<file path="src/hdl/c32fac_pkg.sv">
// Shared types and codes for the CRC-32 frame append/check block.
// Used by the front, queue, back and top-level modules; no dependencies.
package c32fac_pkg;

  localparam int unsigned QueueDepth = 2;

  // Result kind codes
  localparam logic [1:0] KindEcho    = 2'd0;
  localparam logic [1:0] KindCrc     = 2'd1;
  localparam logic [1:0] KindVerdict = 2'd2;

  typedef struct packed {
    logic [7:0] data_byte;
    logic       last_byte;
  } in_t;

  typedef struct packed {
    logic [7:0] out_byte;
    logic [1:0] kind;
    logic       frame_end;
    logic       crc_good;
    logic       too_short;
  } out_t;

  typedef enum logic [1:0] {
    JobEcho,
    JobEchoCrc,
    JobVerdict
  } job_e;

  // One classified request handed from the front to the back
  typedef struct packed {
    job_e        op;
    logic [7:0]  data_byte;
    logic [31:0] crc_final;
    logic        crc_good;
    logic        too_short;
  } job_t;

endpackage

</file>
<file path="src/hdl/c32fac_front.sv">
// Front end: accepts bytes, runs the CRC and the trailing delay line, emits jobs.
// Depends on c32fac_pkg.
module c32fac_front (
  input  logic              clk_i,
  input  logic              rst_ni,
  input  logic              in_valid_i,
  output logic              in_ready_o,
  input  c32fac_pkg::in_t   in_i,
  input  logic              cfg_valid_i,
  output logic              cfg_ready_o,
  input  logic              cfg_data_i,
  output logic              push_o,
  output c32fac_pkg::job_t  job_o,
  input  logic              full_i
);

  localparam logic [31:0] CrcPoly   = 32'hEDB88320;
  localparam logic [31:0] CrcPreset = 32'hFFFFFFFF;

  function automatic logic [31:0] crc_feed(input logic [31:0] c, input logic [7:0] b);
    logic [31:0] r;
    r = c ^ {24'd0, b};
    for (int i = 0; i < 8; i++) begin
      r = r[0] ? ((r >> 1) ^ CrcPoly) : (r >> 1);
    end
    return r;
  endfunction

  logic        mode_q;
  logic [31:0] crc_q, crc_d;
  logic [7:0]  tail_q [4];
  logic [7:0]  tail_d [4];
  logic [2:0]  fill_q, fill_d;

  logic        accept;
  logic [31:0] crc_app;
  logic [31:0] crc_chk;
  logic        too_short;
  logic        crc_match;

  assign in_ready_o  = !full_i;
  assign cfg_ready_o = 1'b1;
  assign accept      = in_valid_i && !full_i;

  assign crc_app = crc_feed(crc_q, in_i.data_byte);

  // Check mode: only the byte pushed out of the delay line enters the CRC
  always_comb begin
    tail_d = tail_q;
    if (fill_q[2]) begin
      crc_chk   = crc_feed(crc_q, tail_q[0]);
      tail_d[0] = tail_q[1];
      tail_d[1] = tail_q[2];
      tail_d[2] = tail_q[3];
      tail_d[3] = in_i.data_byte;
      fill_d    = 3'd4;
    end else begin
      crc_chk               = crc_q;
      tail_d[fill_q[1:0]]   = in_i.data_byte;
      fill_d                = fill_q + 3'd1;
    end
    crc_d = mode_q ? crc_chk : crc_app;
  end

  assign too_short = !fill_d[2];
  assign crc_match = ({tail_d[3], tail_d[2], tail_d[1], tail_d[0]} == ~crc_chk);

  always_comb begin
    job_o.data_byte = in_i.data_byte;
    job_o.crc_final = ~crc_app;
    job_o.crc_good  = 1'b0;
    job_o.too_short = 1'b0;
    if (mode_q) begin
      job_o.op        = c32fac_pkg::JobVerdict;
      job_o.crc_good  = !too_short && crc_match;
      job_o.too_short = too_short;
    end else if (in_i.last_byte) begin
      job_o.op = c32fac_pkg::JobEchoCrc;
    end else begin
      job_o.op = c32fac_pkg::JobEcho;
    end
  end

  // Check mode stays silent until the last byte
  assign push_o = accept && (!mode_q || in_i.last_byte);

  always_ff @(posedge clk_i or negedge rst_ni) begin
    if (!rst_ni) begin
      mode_q <= 1'b0;
      crc_q  <= CrcPreset;
      fill_q <= 3'd0;
      for (int i = 0; i < 4; i++) tail_q[i] <= 8'd0;
    end else if (cfg_valid_i) begin
      // a mode write drops any message in progress
      mode_q <= cfg_data_i;
      crc_q  <= CrcPreset;
      fill_q <= 3'd0;
      for (int i = 0; i < 4; i++) tail_q[i] <= 8'd0;
    end else if (accept) begin
      if (in_i.last_byte) begin
        crc_q  <= CrcPreset;
        fill_q <= 3'd0;
        for (int i = 0; i < 4; i++) tail_q[i] <= 8'd0;
      end else begin
        crc_q <= crc_d;
        if (mode_q) begin
          fill_q <= fill_d;
          tail_q <= tail_d;
        end
      end
    end
  end

endmodule

</file>
<file path="src/hdl/c32fac_queue.sv">
// Small job queue between front and back so each side can stall on its own.
// Depends on c32fac_pkg.
module c32fac_queue (
  input  logic              clk_i,
  input  logic              rst_ni,
  input  logic              push_i,
  input  c32fac_pkg::job_t  job_i,
  output logic              full_o,
  input  logic              pop_i,
  output c32fac_pkg::job_t  job_o,
  output logic              empty_o
);

  localparam int unsigned PtrW = $clog2(c32fac_pkg::QueueDepth);
  localparam int unsigned CntW = $clog2(c32fac_pkg::QueueDepth + 1);

  c32fac_pkg::job_t slot_q [c32fac_pkg::QueueDepth];
  logic [PtrW-1:0]  wr_ptr_q, rd_ptr_q;
  logic [CntW-1:0]  count_q;
  logic             do_push, do_pop;

  assign full_o  = (count_q == CntW'(c32fac_pkg::QueueDepth));
  assign empty_o = (count_q == '0);
  assign job_o   = slot_q[rd_ptr_q];
  assign do_push = push_i && !full_o;
  assign do_pop  = pop_i && !empty_o;

  always_ff @(posedge clk_i) begin
    if (do_push) slot_q[wr_ptr_q] <= job_i;
  end

  always_ff @(posedge clk_i or negedge rst_ni) begin
    if (!rst_ni) begin
      wr_ptr_q <= '0;
      rd_ptr_q <= '0;
      count_q  <= '0;
    end else begin
      if (do_push) begin
        wr_ptr_q <= (wr_ptr_q == PtrW'(c32fac_pkg::QueueDepth - 1)) ? '0 : wr_ptr_q + 1'b1;
      end
      if (do_pop) begin
        rd_ptr_q <= (rd_ptr_q == PtrW'(c32fac_pkg::QueueDepth - 1)) ? '0 : rd_ptr_q + 1'b1;
      end
      unique case ({do_push, do_pop})
        2'b10:   count_q <= count_q + 1'b1;
        2'b01:   count_q <= count_q - 1'b1;
        default: count_q <= count_q;
      endcase
    end
  end

endmodule

</file>
<file path="src/hdl/c32fac_back.sv">
// Back end: turns queued jobs into results, sequencing the four CRC bytes.
// Depends on c32fac_pkg.
module c32fac_back (
  input  logic              clk_i,
  input  logic              rst_ni,
  input  c32fac_pkg::job_t  job_i,
  input  logic              empty_i,
  output logic              pop_o,
  output logic              out_valid_o,
  input  logic              out_ready_i,
  output c32fac_pkg::out_t  out_o
);

  typedef enum logic {
    StJob,
    StCrc
  } state_e;

  state_e           state_q, state_d;
  logic             out_valid_q, out_valid_d;
  c32fac_pkg::out_t out_q, out_d;
  logic [31:0]      crc_q, crc_d;
  logic [1:0]       idx_q, idx_d;
  logic             advance;

  // output slot is free or being taken this cycle
  assign advance = !out_valid_q || out_ready_i;
  assign pop_o   = advance && (state_q == StJob) && !empty_i;

  always_comb begin
    state_d     = state_q;
    out_valid_d = out_valid_q && !out_ready_i;
    out_d       = out_q;
    crc_d       = crc_q;
    idx_d       = idx_q;
    if (advance) begin
      unique case (state_q)
        StCrc: begin
          out_valid_d     = 1'b1;
          out_d.out_byte  = 8'(crc_q >> {idx_q, 3'b000});
          out_d.kind      = c32fac_pkg::KindCrc;
          out_d.frame_end = (idx_q == 2'd3);
          out_d.crc_good  = 1'b0;
          out_d.too_short = 1'b0;
          idx_d           = idx_q + 2'd1;
          if (idx_q == 2'd3) state_d = StJob;
        end
        default: begin
          if (!empty_i) begin
            out_valid_d     = 1'b1;
            out_d.crc_good  = 1'b0;
            out_d.too_short = 1'b0;
            out_d.frame_end = 1'b0;
            unique case (job_i.op)
              c32fac_pkg::JobVerdict: begin
                out_d.out_byte  = 8'd0;
                out_d.kind      = c32fac_pkg::KindVerdict;
                out_d.frame_end = 1'b1;
                out_d.crc_good  = job_i.crc_good;
                out_d.too_short = job_i.too_short;
              end
              c32fac_pkg::JobEchoCrc: begin
                out_d.out_byte = job_i.data_byte;
                out_d.kind     = c32fac_pkg::KindEcho;
                crc_d          = job_i.crc_final;
                idx_d          = 2'd0;
                state_d        = StCrc;
              end
              default: begin
                out_d.out_byte = job_i.data_byte;
                out_d.kind     = c32fac_pkg::KindEcho;
              end
            endcase
          end
        end
      endcase
    end
  end

  always_ff @(posedge clk_i or negedge rst_ni) begin
    if (!rst_ni) begin
      state_q     <= StJob;
      out_valid_q <= 1'b0;
      idx_q       <= 2'd0;
      out_q       <= '0;
      crc_q       <= '0;
    end else begin
      state_q     <= state_d;
      out_valid_q <= out_valid_d;
      idx_q       <= idx_d;
      out_q       <= out_d;
      crc_q       <= crc_d;
    end
  end

  assign out_valid_o = out_valid_q;
  assign out_o       = out_q;

endmodule

</file>
<file path="src/hdl/crc32_frame_append_check.sv">
// Top level of the CRC-32 frame append/check block.
// Depends on c32fac_pkg, c32fac_front, c32fac_queue and c32fac_back.
//
//   channel | direction | handshake                | payload
//   in      | input     | in_valid_i / in_ready_o  | in_i  (data_byte, last_byte)
//   out     | output    | out_valid_o / out_ready_i| out_o (out_byte, kind, frame_end,
//           |           |                          |        crc_good, too_short)
//   cfg     | input     | cfg_valid_i / cfg_ready_o| cfg_data_i (mode)
//
// One byte per cycle enters while the job queue is not full; the CRC update is an unrolled
// eight-bit step in the front. A result passes through the job queue and the output register
// after its byte is accepted; a byte marked last in append mode yields five results (echo
// plus four CRC bytes), absorbed by the two-entry job queue before the input stalls.
// Reset sets append mode and the CRC preset; a mode write also clears the message state.
// Either side may stall at any time; the queue and output register hold requests.
module crc32_frame_append_check (
  input  logic              clk_i,
  input  logic              rst_ni,
  input  logic              in_valid_i,
  output logic              in_ready_o,
  input  c32fac_pkg::in_t   in_i,
  output logic              out_valid_o,
  input  logic              out_ready_i,
  output c32fac_pkg::out_t  out_o,
  input  logic              cfg_valid_i,
  output logic              cfg_ready_o,
  input  logic              cfg_data_i
);

  logic             push, full, pop, empty;
  c32fac_pkg::job_t job_in, job_out;

  c32fac_front u_front (
    .clk_i       (clk_i),
    .rst_ni      (rst_ni),
    .in_valid_i  (in_valid_i),
    .in_ready_o  (in_ready_o),
    .in_i        (in_i),
    .cfg_valid_i (cfg_valid_i),
    .cfg_ready_o (cfg_ready_o),
    .cfg_data_i  (cfg_data_i),
    .push_o      (push),
    .job_o       (job_in),
    .full_i      (full)
  );

  c32fac_queue u_queue (
    .clk_i   (clk_i),
    .rst_ni  (rst_ni),
    .push_i  (push),
    .job_i   (job_in),
    .full_o  (full),
    .pop_i   (pop),
    .job_o   (job_out),
    .empty_o (empty)
  );

  c32fac_back u_back (
    .clk_i       (clk_i),
    .rst_ni      (rst_ni),
    .job_i       (job_out),
    .empty_i     (empty),
    .pop_o       (pop),
    .out_valid_o (out_valid_o),
    .out_ready_i (out_ready_i),
    .out_o       (out_o)
  );

  a_kind_legal: assert property (@(posedge clk_i) disable iff (!rst_ni)
    out_valid_o |-> (out_o.kind == c32fac_pkg::KindEcho ||
                     out_o.kind == c32fac_pkg::KindCrc ||
                     out_o.kind == c32fac_pkg::KindVerdict))
    else $error("illegal result kind");

  a_verdict_form: assert property (@(posedge clk_i) disable iff (!rst_ni)
    (out_valid_o && out_o.kind == c32fac_pkg::KindVerdict) |->
      (out_o.frame_end && out_o.out_byte == 8'd0 && !(out_o.crc_good && out_o.too_short)))
    else $error("malformed verdict");

  a_echo_form: assert property (@(posedge clk_i) disable iff (!rst_ni)
    (out_valid_o && out_o.kind == c32fac_pkg::KindEcho) |->
      (!out_o.frame_end && !out_o.crc_good && !out_o.too_short))
    else $error("malformed echo");

  a_crc_follows: assert property (@(posedge clk_i) disable iff (!rst_ni)
    (out_valid_o && out_ready_i && out_o.kind == c32fac_pkg::KindCrc && !out_o.frame_end)
      |=> (out_valid_o && out_o.kind == c32fac_pkg::KindCrc))
    else $error("CRC byte sequence broken");

endmodule

</file>
<file path="config.mk">
export PLATFORM = sky130hd
export DESIGN_NAME = crc32_frame_append_check
export DESIGN_NICKNAME = d
export VERILOG_FILES = /design/src/hdl/c32fac_pkg.sv /design/src/hdl/c32fac_front.sv /design/src/hdl/c32fac_queue.sv /design/src/hdl/c32fac_back.sv /design/src/hdl/crc32_frame_append_check.sv
export SDC_FILE = /design/constraint.sdc
export NUM_CORES = 1
export LEC_CHECK = 0
export ABC_AREA = 1
export BUFFER_PORTS_ARGS = -buffer_cell sky130_fd_sc_hd__buf_2
export CORE_MARGIN = 2
export CORE_UTILIZATION = 40
export CTS_CLUSTER_SIZE = 30
export DETAILED_ROUTE_END_ITERATION = 10
export PLACE_DENSITY = 0.65
export SETUP_SLACK_MARGIN = 0.15
export SLEW_MARGIN = 20
export SYNTH_ARGS = -nofsm -noshare
export SYNTH_HDL_FRONTEND = slang
export SYNTH_SLANG_ARGS = --single-unit
export TNS_END_PERCENT = 1
</file>
<file path="constraint.sdc">
create_clock -name clk_i -period 8.3 [get_ports clk_i]
set_clock_uncertainty 0.2 [all_clocks]
set_input_delay 1.245 -clock clk_i [delete_from_list [all_inputs] [get_ports clk_i]]
set_output_delay 1.245 -clock clk_i [all_outputs]
set_load 0.02 [all_outputs]
</file>
Word-level counts from Yosys, hierarchy flattened

Memories as Yosys holds them, arrays and structs flattened.
Index checks and enable logic that the tools add are counted.

Flip-flop bits (word level): 121
Bits in writable memories: 88
Input bits: 15
Output and inout port bits: 16
Logic and storage cells: 142
Memories kept: 1

Memory list:

| name           | words | width | read ports | clocked after Yosys merged registers in | write ports | RTL line           | text |
|---|---|---|---|---|---|---|---|
| u_queue.slot_q | 2     | 44    | 1          | 0                                       | 1           | c32fac_queue.sv:17 | `c32fac_pkg::job_t slot_q [c32fac_pkg::QueueDepth];` |

$add $sub $neg: 6
$lt $le $gt $ge: 2
Equality and inequality tests: 8
Shift-type cells: 1
Multiplexer cells: 56
Bitwise logic cells: 23
Reduce and logical (&&, ||, !) cells: 26

Operators with widths:

| operator                                                              | count |
|---|---|
| 32-bit 2-to-1 mux                                                     | 26 |
| 13-bit NOT with 14-bit output                                         | 16 |
| 32-bit NOT                                                            | 2 |
| 32-bit by 8-bit XOR with 32-bit output                                | 2 |
| 32-bit bitwise mux                                                    | 1 |
| 32-bit equality test                                                  | 1 |
| 32-bit by 5-bit right shift with 8-bit output                         | 1 |
| 13-bit 2-to-1 mux                                                     | 2 |
| 3-bit 2-to-1 mux                                                      | 6 |
| 8-bit demux with 2-bit select                                         | 1 |
| 1-bit 2-to-1 mux                                                      | 12 |
| 10-bit 2-to-1 mux                                                     | 1 |
| 2-bit 2-to-1 mux                                                      | 5 |
| 1-bit logical AND                                                     | 9 |
| 2-bit equality test, second input constant                            | 4 |
| 8-bit 2-to-1 mux                                                      | 1 |
| 1-bit zero test                                                       | 6 |
| 2-bit nonzero test                                                    | 3 |
| 2-bit by 1-bit adder with 2-bit output, second input constant         | 2 |
| 2-bit by 1-bit equality test with 1-bit output, second input constant | 2 |
| 2-bit one-hot mux with 2 select lines                                 | 1 |
| 2-bit AND reduction                                                   | 2 |
| 4-bit AND reduction                                                   | 1 |
| 3-bit by 1-bit adder with 3-bit output, second input constant         | 1 |
| other kinds (11)                                                      | 14 |

Longest topological paths before layout

Gate-level depths: netlist of the first run.

Depth after elaboration: 22
Gate-level depth with buffers: 18
Depth with buffers taken out: 18

Cells and area by module

From an unflattened synthesis of the first run, not the netlist that was laid out.

Cell total of the unflattened synthesis: 1,687
Area, all modules: 13,103.8 µm²

Modules (own cells, without submodules):

| module       | times used | cells each | area an instance (µm²) | sequential area each (µm²) |
|---|---|---|---|---|
| c32fac_front | 1          | 1,113      | 6,842.8                | 1,741.7 |
| c32fac_queue | 1          | 262        | 3,902.5                | 2,742.6 |
| c32fac_back  | 1          | 312        | 2,358.5                | 1,226.2 |

Least setup slack after synthesis of the first run

Ideal clock, no wire load.

Path kind: input -> register
Start point: input in_valid_i
End point: memory u_queue.slot_q[0][0] in the netlist's numbering (enable)
Library setup time: 446 ps
Arrival time: 3,445 ps
Required time: 7,654 ps
Path slack: 4,209 ps
Cell stages on the path: 4
Path buffers: 0
Cell sequence: nand2_1 inv_1 o21ai_0 nor2_1

Longest elaborated chain between the ends: 5

RTL lines:

| element                                | RTL line                       | text |
|---|---|---|
| start: declaration                     | crc32_frame_append_check.sv:19 | `input logic in_valid_i,` |
| 1-bit logical AND                      | c32fac_front.sv:43             | `assign accept = in_valid_i && !full_i;` |
| 1-bit logical AND                      | c32fac_front.sv:85             | `assign push_o = accept && (!mode_q \|\| in_i.last_byte);` |
| 1-bit logical AND                      | c32fac_queue.sv:25             | `assign do_push = push_i && !full_o;` |
| 1-bit 2-to-1 mux                       | c32fac_queue.sv:29             | `if (do_push) slot_q[wr_ptr_q] <= job_i;` |
| 1-bit 2-to-1 mux (not written as such) | c32fac_queue.sv:29             |  |
| end: declaration                       | c32fac_queue.sv:17             |  |

No other way between the ends.

==> summary.md, run 1 <==
| Metric | Value |
|---|---|
| Peak supply drop | `between 150 and 200 uV` |
| Post-route cell area | `~13,000 um^2` |
| Largest net degree at the start of global routing | `between 70 and 80` |
| Kind of start point of the critical path | `register` |
| Post-synthesis register bit count | `between 200 and 250` |
| Library cell with the largest summed area after synthesis | `edfxtp_1` |
| Wirelength per Cell | `19.6 um` |
| F_max | `between 0.2 and 0.3 GHz` |
| RSZ-0062 raised after global routing | `false` |
| Pint | `~2.9 mW` |
| Num CTS Buffers | `24` |
| Worst endpoint required time | `between 8 and 9 ns` |
| Clock power share | `between 10% and 20%` |
| Critical R2R Launch | `u_front.crc_q[7]$_DFFE_PN1P_` |
| Rel. slew slack | `between 20 and 30%` |
| Top post-synthesis cells by count | `nand2_1, inv_1, nand3_1` |
| Core area | `roughly 30,000 um^2` |
| Routed WL | `~38,000 um` |
| Initial antenna violation count | `0` |
| Predominant post-synthesis flop cell | `dfrtp_1` |
| Setup TNS | `0 ns` |
| Hold Path Origin | `u_back.out_o[3]$_DFFE_PN0P_` |
| Pre-antenna DRT Iters | `6` |
| Ys Warns | `0` |
| Synthesized Nets | `between 1,500 and 2,000` |
| Fraction of registers with async set/reset | `between 50% and 60%` |
| Worst skew pair latency | `around 0.54 ns` |
| Post-route clock period utilization | `42.6%` |
| Final hold viol count | `0` |
| Sequential share of power | `35.2%` |
| CTS tree | `yes` |
| Htree depth | `1` |
| DR vias/cell | `5.43` |
| Syn avg cell area | `between 7 and 8 um^2` |
| Syn Inst Count | `1,544` |
| Sw Ratio | `approximately 45%` |
| Critical path class | `register to register` |
| Fin nets | `1,574` |
| Area delta synth->final | `10.4%` |
| Synth cell types | `41` |
| Count leader, synth | `nand2_1` |
| Worst setup EP type | `register` |
| Slew @ Worst Pin | `about 1.1 ns` |
| Register area share after synthesis | `a little under half` |
| Max Cap Viol | `0` |
| Fin. max-slew vios | `0` |
| Root Buffer | `clkbuf_16` |
| Synthesized area | `approximately 12,000 um^2` |
| Area after DPL | `12,600 um^2` |
| Setup Fix Bufs, Post-CTS | `0` |
| Row Count | `63` |
| Vias | `between 10,000 and 15,000` |
| Critical-path maximum fanout | `7` |
| Gpl congestion | `about 1.0` |
| FF-to-FF End | `u_queue.slot_q[1][1]$_DFFE_PP_` |
| Share of layout cells above drive strength 1 | `around 8.4%` |
| Hold_buf cts | `0` |
| Drt first-iter violations | `between 1,000 and 1,500` |
| WP data arrival | `around 3.6 ns` |
| NetSw | `between 2 and 2.5 mW` |
| # resized after CTS | `0` |
| PD cells | `392 nW/um^2` |
| HP Class | `register to register` |
| TritonCTS Sinks | `roughly 210` |
| Initial cell density of the core | `about 40%` |
| Die ar. | `31,500 um^2` |
| Top cell type's share of synthesized area | `around 22%` |
| Status | `completed` |
| Leak | `roughly 6.2 nW` |
| First-pass GRT wire length | `just under 60,000 um` |
| Die width | `178 um` |
| Hold depth | `2` |
| Final setup fails | `0` |
| IO Port Bufs | `29` |
| Tmin final | `approximately 3.5 ns` |
| Synth top area cells | `edfxtp_1, dfrtp_1, nand2_1` |
| Die height | `between 150 and 200 um` |
| Fin Hold WS | `0.269 ns` |
| Routed Antenna Nets | `0` |
| Hpwl dp | `between 20,000 and 30,000 um` |
| R2R cell count | `16` |
| Endpoint, Worst Hold | `u_back.out_o[3]$_DFFE_PN0P_` |
| Clock transition at path regs | `0.06 ns` |
| Diode count | `0` |
| Number of I/O pins | `31` |
| Logic pwr share | `45.4%` |
| Clk buf depth | `3` |
| All-Layer GR Usage | `about a quarter` |
| Vias in the first global route | `between 10,000 and 15,000` |
| Residual DRC | `0` |
| GR Overflow Total | `0` |
| Post-synth EDFFs | `88` |
| Reg2reg setup slack | `4.76 ns` |
-- area by class of cell --
| class | instances | area [um^2] |
|---|---|---|
| Fill cell | 2947 | 16300 |
| Sequential cell | 209 | 5710 |
| Multi-Input combinational cell | 1121 | 5540 |
| Clock buffer | 36 | 656 |
| Inverter | 154 | 578 |
| Tap cell | 390 | 488 |
| Timing Repair Buffer | 43 | 253 |
| Clock inverter | 8 | 78.8 |
-- placed cells by master, fill, tap and decap left out, drive strengths merged, types with 8 or more instances in the layout --
cell type | synthesis | final
a21oi | 32 | 32
o211ai | 18 | 18
nand3 | 125 | 125
nand2 | 545 | 545
dfrtp | 89 | 89
xor2 | 65 | 65
nor2 | 90 | 90
buf | 11 | 43
clkbuf | 49 | 36
xnor2 | 17 | 17
and2 | 9 | 9
edfxtp | 88 | 88
or2 | 9 | 9
o22ai | 34 | 34
nand3b | 8 | 8
inv | 151 | 151
o21ai | 95 | 95
clkinv | 3 | 9
a31oi | 33 | 33
dfstp | 32 | 32
-- critical path, cell delays in order, from the launching register on --
cell	delay, ns
dfstp_2	0.62
inv_1	0.17
nand2_1	0.09
nand2_1	0.31
nand2_1	0.17
nand2_1	0.26
nand2_1	0.15
nand2_1	0.15
nand2_1	0.13
inv_1	0.06
nand3_1	0.08
nand3_1	0.18
nand2_1	0.10
nand3_1	0.08
nor2_1	0.13
nand2_1	0.09
nor2_1	0.33
-- state kept, by name, indices dropped and copies added (netlist names) --
| signal | cells |
|---|---|
| u_back.state_q | 1 |
| u_queue.wr_ptr_q | 1 |
| u_queue.slot_q | 88 |
| u_front.tail_q | 32 |
| u_front.fill_q | 3 |
| u_queue.count_q | 2 |
| u_front.crc_q | 32 |
| u_front.mode_q | 1 |
| u_queue.rd_ptr_q | 1 |
| u_back.out_valid_o | 1 |
| u_back.idx_q | 2 |
| u_back.out_o | 13 |
| u_back.crc_q | 32 |
-- metrics by stage --
| step | utilization [%] | std cells | setup WS, ns | total power, mW |
|---|---|---|---|---|
| 2_1_floorplan | - | 1544 | 4.21 | 3.41 |
| 3_3_place_gp | 42.4 | 1917 | 4.83 | 4.12 |
| 3_5_place_dp | 42.4 | 1917 | 4.81 | 4.18 |
| 4_1_cts | 44.9 | 1961 | 4.79 | 5.20 |
| 5_1_grt | 44.9 | 1961 | 4.54 | 5.57 |
| 6_report | 44.9 | 1961 | 4.76 | 5.21 |
-- power by group through the flow --
stage          clock network (mW)  registers, mW  logic [mW]
2_1_floorplan                   0           1.79        1.62
3_5_place_dp                    0           1.85        2.33
6_report                     1.01           1.83        2.37
4_1_cts                      1.03           1.83        2.34
5_1_grt                      1.07           1.87        2.62
3_3_place_gp                    0           1.84        2.28
-- logic make-up after synthesis --
| family | count (synthesis) | share of synthesized area (%) |
|---|---|---|
| buffers and inverters | 214 | 6.76 |
| DFF | 209 | 47.4 |
| adders and majority gates | 6 | 0.623 |
| and+or+nand+nor | 796 | 27.0 |
| AOI/OAI and AO/OA | 231 | 11.3 |
| other | 1 | 0.0311 |
| muxes | 5 | 0.415 |
| xor gates and xnor gates | 82 | 6.49 |
-- worst max-delay path by stage --
| stage | endpoint | from | cells past startpoint | slack, ns |
|---|---|---|---|---|
| 6_report | u_queue.slot_q[1][1]$_DFFE_PP_ | u_front.crc_q[7]$_DFFE_PN1P_ | 16 | 4.76 |
| 3_3_place_gp | u_queue.slot_q[0][21]$_DFFE_PP_ | in_i[1] | 9 | 4.83 |
| 4_1_cts | u_queue.slot_q[1][1]$_DFFE_PP_ | u_front.fill_q[2]$_DFFE_PN0P_ | 13 | 4.79 |
| 5_1_grt | u_queue.slot_q[1][1]$_DFFE_PP_ | u_front.fill_q[2]$_DFFE_PN0P_ | 12 | 4.54 |
| 3_5_place_dp | u_queue.slot_q[0][21]$_DFFE_PP_ | in_i[1] | 9 | 4.81 |
| 2_1_floorplan | u_queue.slot_q[0][0]$_DFFE_PP_ | in_valid_i | 4 | 4.21 |
-- per-layer routing --
| metal | up-vias | global-route usage [%] | share of wire, % |
|---|---|---|---|
| li1 | 5093 | - | - |
| met1 | 5051 | 34.8 | 44 |
| met2 | 420 | 39.2 | 45 |
| met3 | 78 | 3.38 | 7.2 |
| met4 | 0 | 7.86 | 3.4 |
| met5 | - | 0 | 0 |
(Power assumes the default switching activity.)
==> run 2: changes to the inputs <==
==> constraint.sdc (replaced) <==
create_clock -name clk_i -period 3.5 [get_ports clk_i]
set_clock_uncertainty 0.2 [all_clocks]
set_input_delay 0.525 -clock clk_i [delete_from_list [all_inputs] [get_ports clk_i]]
set_output_delay 0.525 -clock clk_i [all_outputs]
set_load 0.02 [all_outputs]
==> summary.md, run 2 (same netlist as run 1, synthesis figures left out) <==
| Metric | Value |
|---|---|
| Status | `completed (unchanged)` |
| Reg with most FFs | `u_queue.slot_q (unchanged)` |
| Crit path max-delay family | `simple AND/OR/NAND/NOR gates (unchanged)` |
| Slew @ Worst Pin | `1.00 ns (was 1.10 ns)` |
| RSZ-0062 raised after global routing | `false (unchanged)` |
| Routed WL | `40,100 um (was 38,400 um)` |
| Worst path bufs/invs | `1 (was 2)` |
| Max reg flops | `88 (unchanged)` |
| Wirelength per Cell | `20.2 um (was 19.6 um)` |
| Hpwl dp | `29,500 um (was 27,300 um)` |
| Number of I/O pins | `31 (unchanged)` |
| Peak supply drop | `384 uV (was 162 uV)` |
| Commonest non-fill, non-tap cell in the layout | `nand2_1 (unchanged)` |
| Diode count | `0 (unchanged)` |
| Setup TNS | `0 ns (unchanged)` |
| Area delta synth->final | `12.7% (was 10.4%)` |
| Root Buffer | `clkbuf_16 (unchanged)` |
| Critical path class | `register to register (unchanged)` |
| Fin. max-slew vios | `0 (unchanged)` |
| Worst endpoint required time | `3.65 ns (was 8.39 ns)` |
| Htree depth | `1 (unchanged)` |
| Die ar. | `31,500 um^2 (unchanged)` |
| First-pass GRT wire length | `61,500 um (was 59,100 um)` |
| Num CTS Buffers | `24 (unchanged)` |
| Worst path slowest cell | `dfstp_2 (unchanged)` |
| CTS tree | `yes (unchanged)` |
| Kind of start point of the critical path | `register (unchanged)` |
| Vias | `10,800 (was 10,600)` |
| Clock transition at path regs | `0.06 ns (about the same)` |
| Fill cells | `3,027 (was 2,947)` |
| Core area | `29,600 um^2 (unchanged)` |
| Die width | `178 um (unchanged)` |
| HP Class | `primary input to register (was register to register)` |
| Row Count | `63 (unchanged)` |
| Max Cap Viol | `0 (unchanged)` |
| PD cells | `930 nW/um^2 (was 392 nW/um^2)` |
| Leak | `6.35 nW (was 6.21 nW)` |
| Gpl congestion | `1.02 (was 1.01)` |
| Worst skew pair latency | `0.54 ns (about the same)` |
| Pre-antenna DRT Iters | `6 (unchanged)` |
| Critical-path maximum fanout | `11 (was 7)` |
| Fin nets | `1,597 (was 1,574)` |
| All-Layer GR Usage | `26.0% (was 24.7%)` |
| Initial antenna violation count | `0 (unchanged)` |
| Vias in the first global route | `10,100 (was 10,000)` |
| DR vias/cell | `5.43 (about the same)` |
| Fin Hold WS | `0.0269 ns (was 0.269 ns)` |
| Clk buf depth | `3 (unchanged)` |
| Drt first-iter violations | `1,047 (was 1,100)` |
| Initial cell density of the core | `40.6% (unchanged)` |
| Tmin final | `3.15 ns (was 3.54 ns)` |
| Largest net degree at the start of global routing | `57 (was 76)` |
| Rel. slew slack | `32.6% (was 25.7%)` |
| Post-route clock period utilization | `90.1% (was 42.6%)` |
| Total power | `12.6 mW (was 5.21 mW)` |
| Final setup fails | `0 (unchanged)` |
| F_max | `0.317 GHz (was 0.283 GHz)` |
| Most used cell, CP | `nand2_1 (unchanged)` |
| IO Port Bufs | `29 (unchanged)` |
| Worst setup EP type | `register (unchanged)` |
| TritonCTS Sinks | `209 (unchanged)` |
| Residual DRC | `0 (unchanged)` |
| GR Overflow Total | `0 (unchanged)` |
| WP data arrival | `3.31 ns (was 3.63 ns)` |
| Share of layout cells above drive strength 1 | `9.91% (was 8.40%)` |
| Die height | `178 um (unchanged)` |
| Routed Antenna Nets | `0 (unchanged)` |
| CP peak stage delay | `0.57 ns (was 0.62 ns)` |
| CP Cell Sequence | `inv_2, nand2_1, nand2_2, nand2_1, nand2_1, nand2_1, nand2_1, nand2_1, nand2_1, nand2_1, nand3_1, nor2_1, nand2_1, nor2_1, nand3_1, nor2_1 (was inv_1, nand2_1, nand2_1, nand2_1, nand2_1, nand2_1, nand2_1, nand2_1, inv_1, nand3_1, nand3_1, nand2_1, nand3_1, nor2_1, nand2_1, nor2_1)` |
| Final hold viol count | `0 (unchanged)` |
| Most frequent cells in the layout | `nand2_1, inv_1, nand3_1 (unchanged)` |
run 2: path summary, 6_finish.rpt:
kind,startpoint,endpoint,slack [ns],depth (start not counted)
hold reg to reg,u_back.out_o[9]$_DFFE_PN0P_,u_back.out_o[9]$_DFFE_PN0P_,0.28,2
max in group asynchronous,rst_ni,u_back.crc_q[25]$_DFFE_PN0P_,1.86,4
hold / removal,cfg_valid_i,u_front.mode_q$_DFFE_PN0P_,0.03,2
setup / recovery,u_front.crc_q[0]$_DFFE_PN1P_,u_queue.slot_q[0][1]$_DFFE_PP_,0.35,16
setup reg to reg,u_front.crc_q[0]$_DFFE_PN1P_,u_queue.slot_q[0][1]$_DFFE_PP_,0.35,16
min in group asynchronous,rst_ni,u_back.out_o[1]$_DFFE_PN0P_,0.34,2
run 2: report_power, final:
group / internal (mW) / switching, mW
Sequential: 3.81 / 0.502
Combinational: 1.75 / 4.04
Clock: 1.49 / 1.04
Total: 7.04 / 5.58
run 2: routing by layer:
metal	global-route usage [%]	vias up	routed length, um	share of wire [%]
li1	-	5142	-	-
met1	36.5	5145	17900	45
met2	41.7	414	18200	45
met3	3.28	76	2510	6.3
met4	8.47	0	1450	3.6
met5	0	-	0	0
run 2: what timing repair did:
| action | in CTS | in global routing |
|---|---|---|
| buffers inserted | 0 | 0 |
| resized for setup | 0 | 5 |
| endpoints found under the hold margin | 33 | 0 |
| hold buffers | 2 | 0 |
| setup endpoints to repair | 0 | 2 |
run 2: cell type report:
| type | count | area (um^2) | area share, % |
|---|---|---|---|
| Clock inverter | 11 | 141 | 1.04 |
| Multi-Input combinational cell | 1121 | 5550 | 40.9 |
| Timing Repair Buffer | 66 | 468 | 3.45 |
| Inverter | 154 | 578 | 4.26 |
| Sequential cell | 209 | 5710 | 42.1 |
| Tap cell | 390 | 488 | 3.59 |
| Clock buffer | 33 | 634 | 4.67 |
run 2: worst reg2reg max path, cell delays in order (launching register included):
cell     delay [ns]
dfstp_2        0.57
inv_2          0.06
nand2_1        0.09
nand2_2        0.24
nand2_1        0.16
nand2_1        0.25
nand2_1        0.13
nand2_1        0.14
nand2_1        0.17
nand2_1        0.09
nand2_1        0.07
nand3_1        0.07
nor2_1         0.15
nand2_1        0.08
nor2_1         0.22
nand3_1        0.10
nor2_1         0.18
run 2: through the flow:
step	worst slack [ns]	util [%]	instance area, um^2	std cells
after CTS	0.169	45.8	13600	1984
after floorplan	0.0128	-	12000	1544
after global placement	0.213	43.1	12800	1938
after global routing	0.174	45.8	13600	1984
after detailed placement	0.187	43.1	12800	1938
final	0.345	45.8	13600	1984
==> run 3: changes to the inputs <==
--- a/config.mk
+++ b/config.mk
@@ -6,11 +6,12 @@
 export NUM_CORES = 1
 export LEC_CHECK = 0
 export ABC_AREA = 1
-export BUFFER_PORTS_ARGS = -buffer_cell sky130_fd_sc_hd__buf_2
+export BUFFER_PORTS_ARGS = -buffer_cell sky130_fd_sc_hd__buf_4
 export CORE_MARGIN = 2
 export CORE_UTILIZATION = 40
 export CTS_CLUSTER_SIZE = 30
 export DETAILED_ROUTE_END_ITERATION = 10
+export MAX_ROUTING_LAYER = met4
 export PLACE_DENSITY = 0.65
 export SETUP_SLACK_MARGIN = 0.15
 export SLEW_MARGIN = 20
==> summary.md, run 3 (same netlist as run 1, synthesis figures left out) <==
| Metric | Value |
|---|---|
| Status | `completed (unchanged)` |
| Gpl congestion | `1.05 (was 1.02)` |
| DR vias/cell | `5.37 (was 5.43)` |
| WP data arrival | `3.35 ns (was 3.31 ns)` |
| Critical path class | `register to register (unchanged)` |
| Clk buf depth | `3 (unchanged)` |
| Num CTS Buffers | `23 (was 24)` |
| Routed Antenna Nets | `0 (unchanged)` |
| Rel. slew slack | `41.0% (was 32.6%)` |
| Initial antenna violation count | `2 (was 0)` |
| First-pass GRT wire length | `60,200 um (was 61,500 um)` |
| Setup Fix Bufs, Post-CTS | `0 (unchanged)` |
| TritonCTS Sinks | `209 (unchanged)` |
| Commonest non-fill, non-tap cell in the layout | `nand2_1 (unchanged)` |
| Vias | `10,700 (was 10,800)` |
| Post-route clock period utilization | `92.1% (was 90.1%)` |
| Setup TNS | `0 ns (unchanged)` |
| Most used cell, CP | `nand2_1 (unchanged)` |
| Slew @ Worst Pin | `0.884 ns (was 1.00 ns)` |
| Fin nets | `1,598 (was 1,597)` |
| Post-route cell area | `13,600 um^2 (about the same)` |
| Worst skew pair latency | `0.54 ns (about the same)` |
| Share of layout cells above drive strength 1 | `9.79% (was 9.91%)` |
| Final hold viol count | `0 (unchanged)` |
| IO Port Bufs | `29 (unchanged)` |
| Total power | `12.5 mW (was 12.6 mW)` |
| CTS tree | `yes (unchanged)` |
| CP peak stage delay | `0.55 ns (was 0.57 ns)` |
| Hpwl dp | `28,900 um (was 29,500 um)` |
| Largest net degree at the start of global routing | `65 (was 57)` |
| RSZ-0062 raised after global routing | `false (unchanged)` |
| Wirelength per Cell | `19.9 um (was 20.2 um)` |
| Initial cell density of the core | `40.6% (unchanged)` |
| Root Buffer | `clkbuf_16 (unchanged)` |
| Final setup fails | `0 (unchanged)` |
| Htree depth | `1 (unchanged)` |
| Leak | `6.37 nW (was 6.35 nW)` |
| Die width | `178 um (unchanged)` |
| Max Cap Viol | `0 (unchanged)` |
| Kind of start point of the critical path | `register (unchanged)` |
| F_max | `0.310 GHz (was 0.317 GHz)` |
| Area delta synth->final | `12.9% (was 12.7%)` |
| CP Cell Sequence | `inv_2, nand2_1, nand2_2, nand2_1, nand2_1, nand2_1, nand2_1, nand2_1, nand2_1, nand2_1, nand3_1, nand3_1, nand3_1, nor2_1, nand2_1, nor2_1 (was inv_2, nand2_1, nand2_2, nand2_1, nand2_1, nand2_1, nand2_1, nand2_1, nand2_1, nand2_1, nand3_1, nor2_1, nand2_1, nor2_1, nand3_1, nor2_1)` |
| Pre-antenna DRT Iters | `5 (was 6)` |
| Area after DPL | `12,800 um^2 (about the same)` |
| HP Class | `primary input to register (unchanged)` |
| Max reg flops | `88 (unchanged)` |
| Critical-path maximum fanout | `9 (was 11)` |
| Drt first-iter violations | `863 (was 1,047)` |
| Die ar. | `31,500 um^2 (unchanged)` |
| Peak supply drop | `408 uV (was 384 uV)` |
| Area of the multi-input gates | `5550 um^2 (about the same)` |
| Fin. max-slew vios | `0 (unchanged)` |
| Core area | `29,600 um^2 (unchanged)` |
| Worst path slowest cell | `dfstp_2 (unchanged)` |
| Worst path bufs/invs | `1 (unchanged)` |
| Vias in the first global route | `10,100 (about the same)` |
| All-Layer GR Usage | `26.2% (was 26.0%)` |
| Inst Count DP | `1,939 (was 1,938)` |
| Clock transition at path regs | `0.06 ns (about the same)` |
| Fin Hold WS | `0.0866 ns (was 0.0269 ns)` |
| Register area | `5710 um^2 (unchanged)` |
| Worst endpoint required time | `3.63 ns (was 3.65 ns)` |
| GR Overflow Total | `0 (unchanged)` |
| Fill cells | `2,976 (was 3,027)` |
| Row Count | `63 (unchanged)` |
| Most frequent cells in the layout | `nand2_1, inv_1, nand3_1 (unchanged)` |
| Final Non-Filler Cells | `1,986 (was 1,984)` |
| Tmin final | `3.23 ns (was 3.15 ns)` |
| Number of I/O pins | `31 (unchanged)` |
| Worst setup EP type | `register (unchanged)` |
| Residual DRC | `0 (unchanged)` |
| Reg with most FFs | `u_queue.slot_q (unchanged)` |
| Die height | `178 um (unchanged)` |
| PD cells | `916 nW/um^2 (was 930 nW/um^2)` |
| Routed WL | `39,400 um (was 40,100 um)` |
| Crit path max-delay family | `simple AND/OR/NAND/NOR gates (unchanged)` |
run 3: changes by cell type in the layout (fill, tap and decap cells not counted), moves of 2 or more:
cell       change
buf_4         +30
clkbuf_8       +4
diode_2        +2
bufinv_16      -2
nand2_2        -2
nand2_1        +2
buf_2         -28
run 3: area by class of cell:
cell class | instances | area share [%]
flip-flops and latches | 209 | 42.0
multi-input cells | 1121 | 40.8
clock buffers | 36 | 4.88
inverters | 154 | 4.25
repair buffers | 68 | 3.99
well taps | 390 | 3.59
clock inverters | 6 | 0.506
diodes | 2 | 0.0368
run 3: final timing paths:
path                                               from                              end  slack [ns]  depth (start not counted)
min in group asynchronous                        rst_ni      u_back.out_o[7]$_DFFE_PN0P_        0.35                          2
setup reg to reg           u_front.crc_q[0]$_DFFE_PN1P_   u_queue.slot_q[0][1]$_DFFE_PP_        0.27                         16
hold / removal                                  in_i[3]  u_queue.slot_q[1][36]$_DFFE_PP_        0.09                          1
max in group asynchronous                        rst_ni    u_front.crc_q[30]$_DFFE_PN1P_        1.90                          3
hold reg to reg             u_back.out_o[5]$_DFFE_PN0P_      u_back.out_o[5]$_DFFE_PN0P_        0.28                          2
setup / recovery           u_front.crc_q[0]$_DFFE_PN1P_   u_queue.slot_q[0][1]$_DFFE_PP_        0.27                         16
run 3: report_power, final:
part	leakage (nW)	switching (mW)	internal [mW]
Clock	0.360	1.00	1.38
Combinational	3.74	3.97	1.82
Sequential	2.27	0.486	3.81
Total	6.37	5.46	7.01
run 3: timing repair:
item	4_1_cts	5_1_grt
resized for setup	0	3
setup endpoints to repair	0	2
hold buffers	3	0
endpoints found under the hold margin	22	0
run 3: layer usage:
layer,part of all wire (%),track usage (%)
met1,43,34.3
met5,0,-
met3,7.8,5.06
met2,44,40.1
met4,4.3,10.3
run 3: stage by stage:
step	utilization, %	setup WS (ns)
after floorplan	-	0.0128
after global placement	43.3	0.225
after detailed placement	43.3	0.270
after CTS	45.9	0.250
after global routing	45.9	0.220
final	45.9	0.275
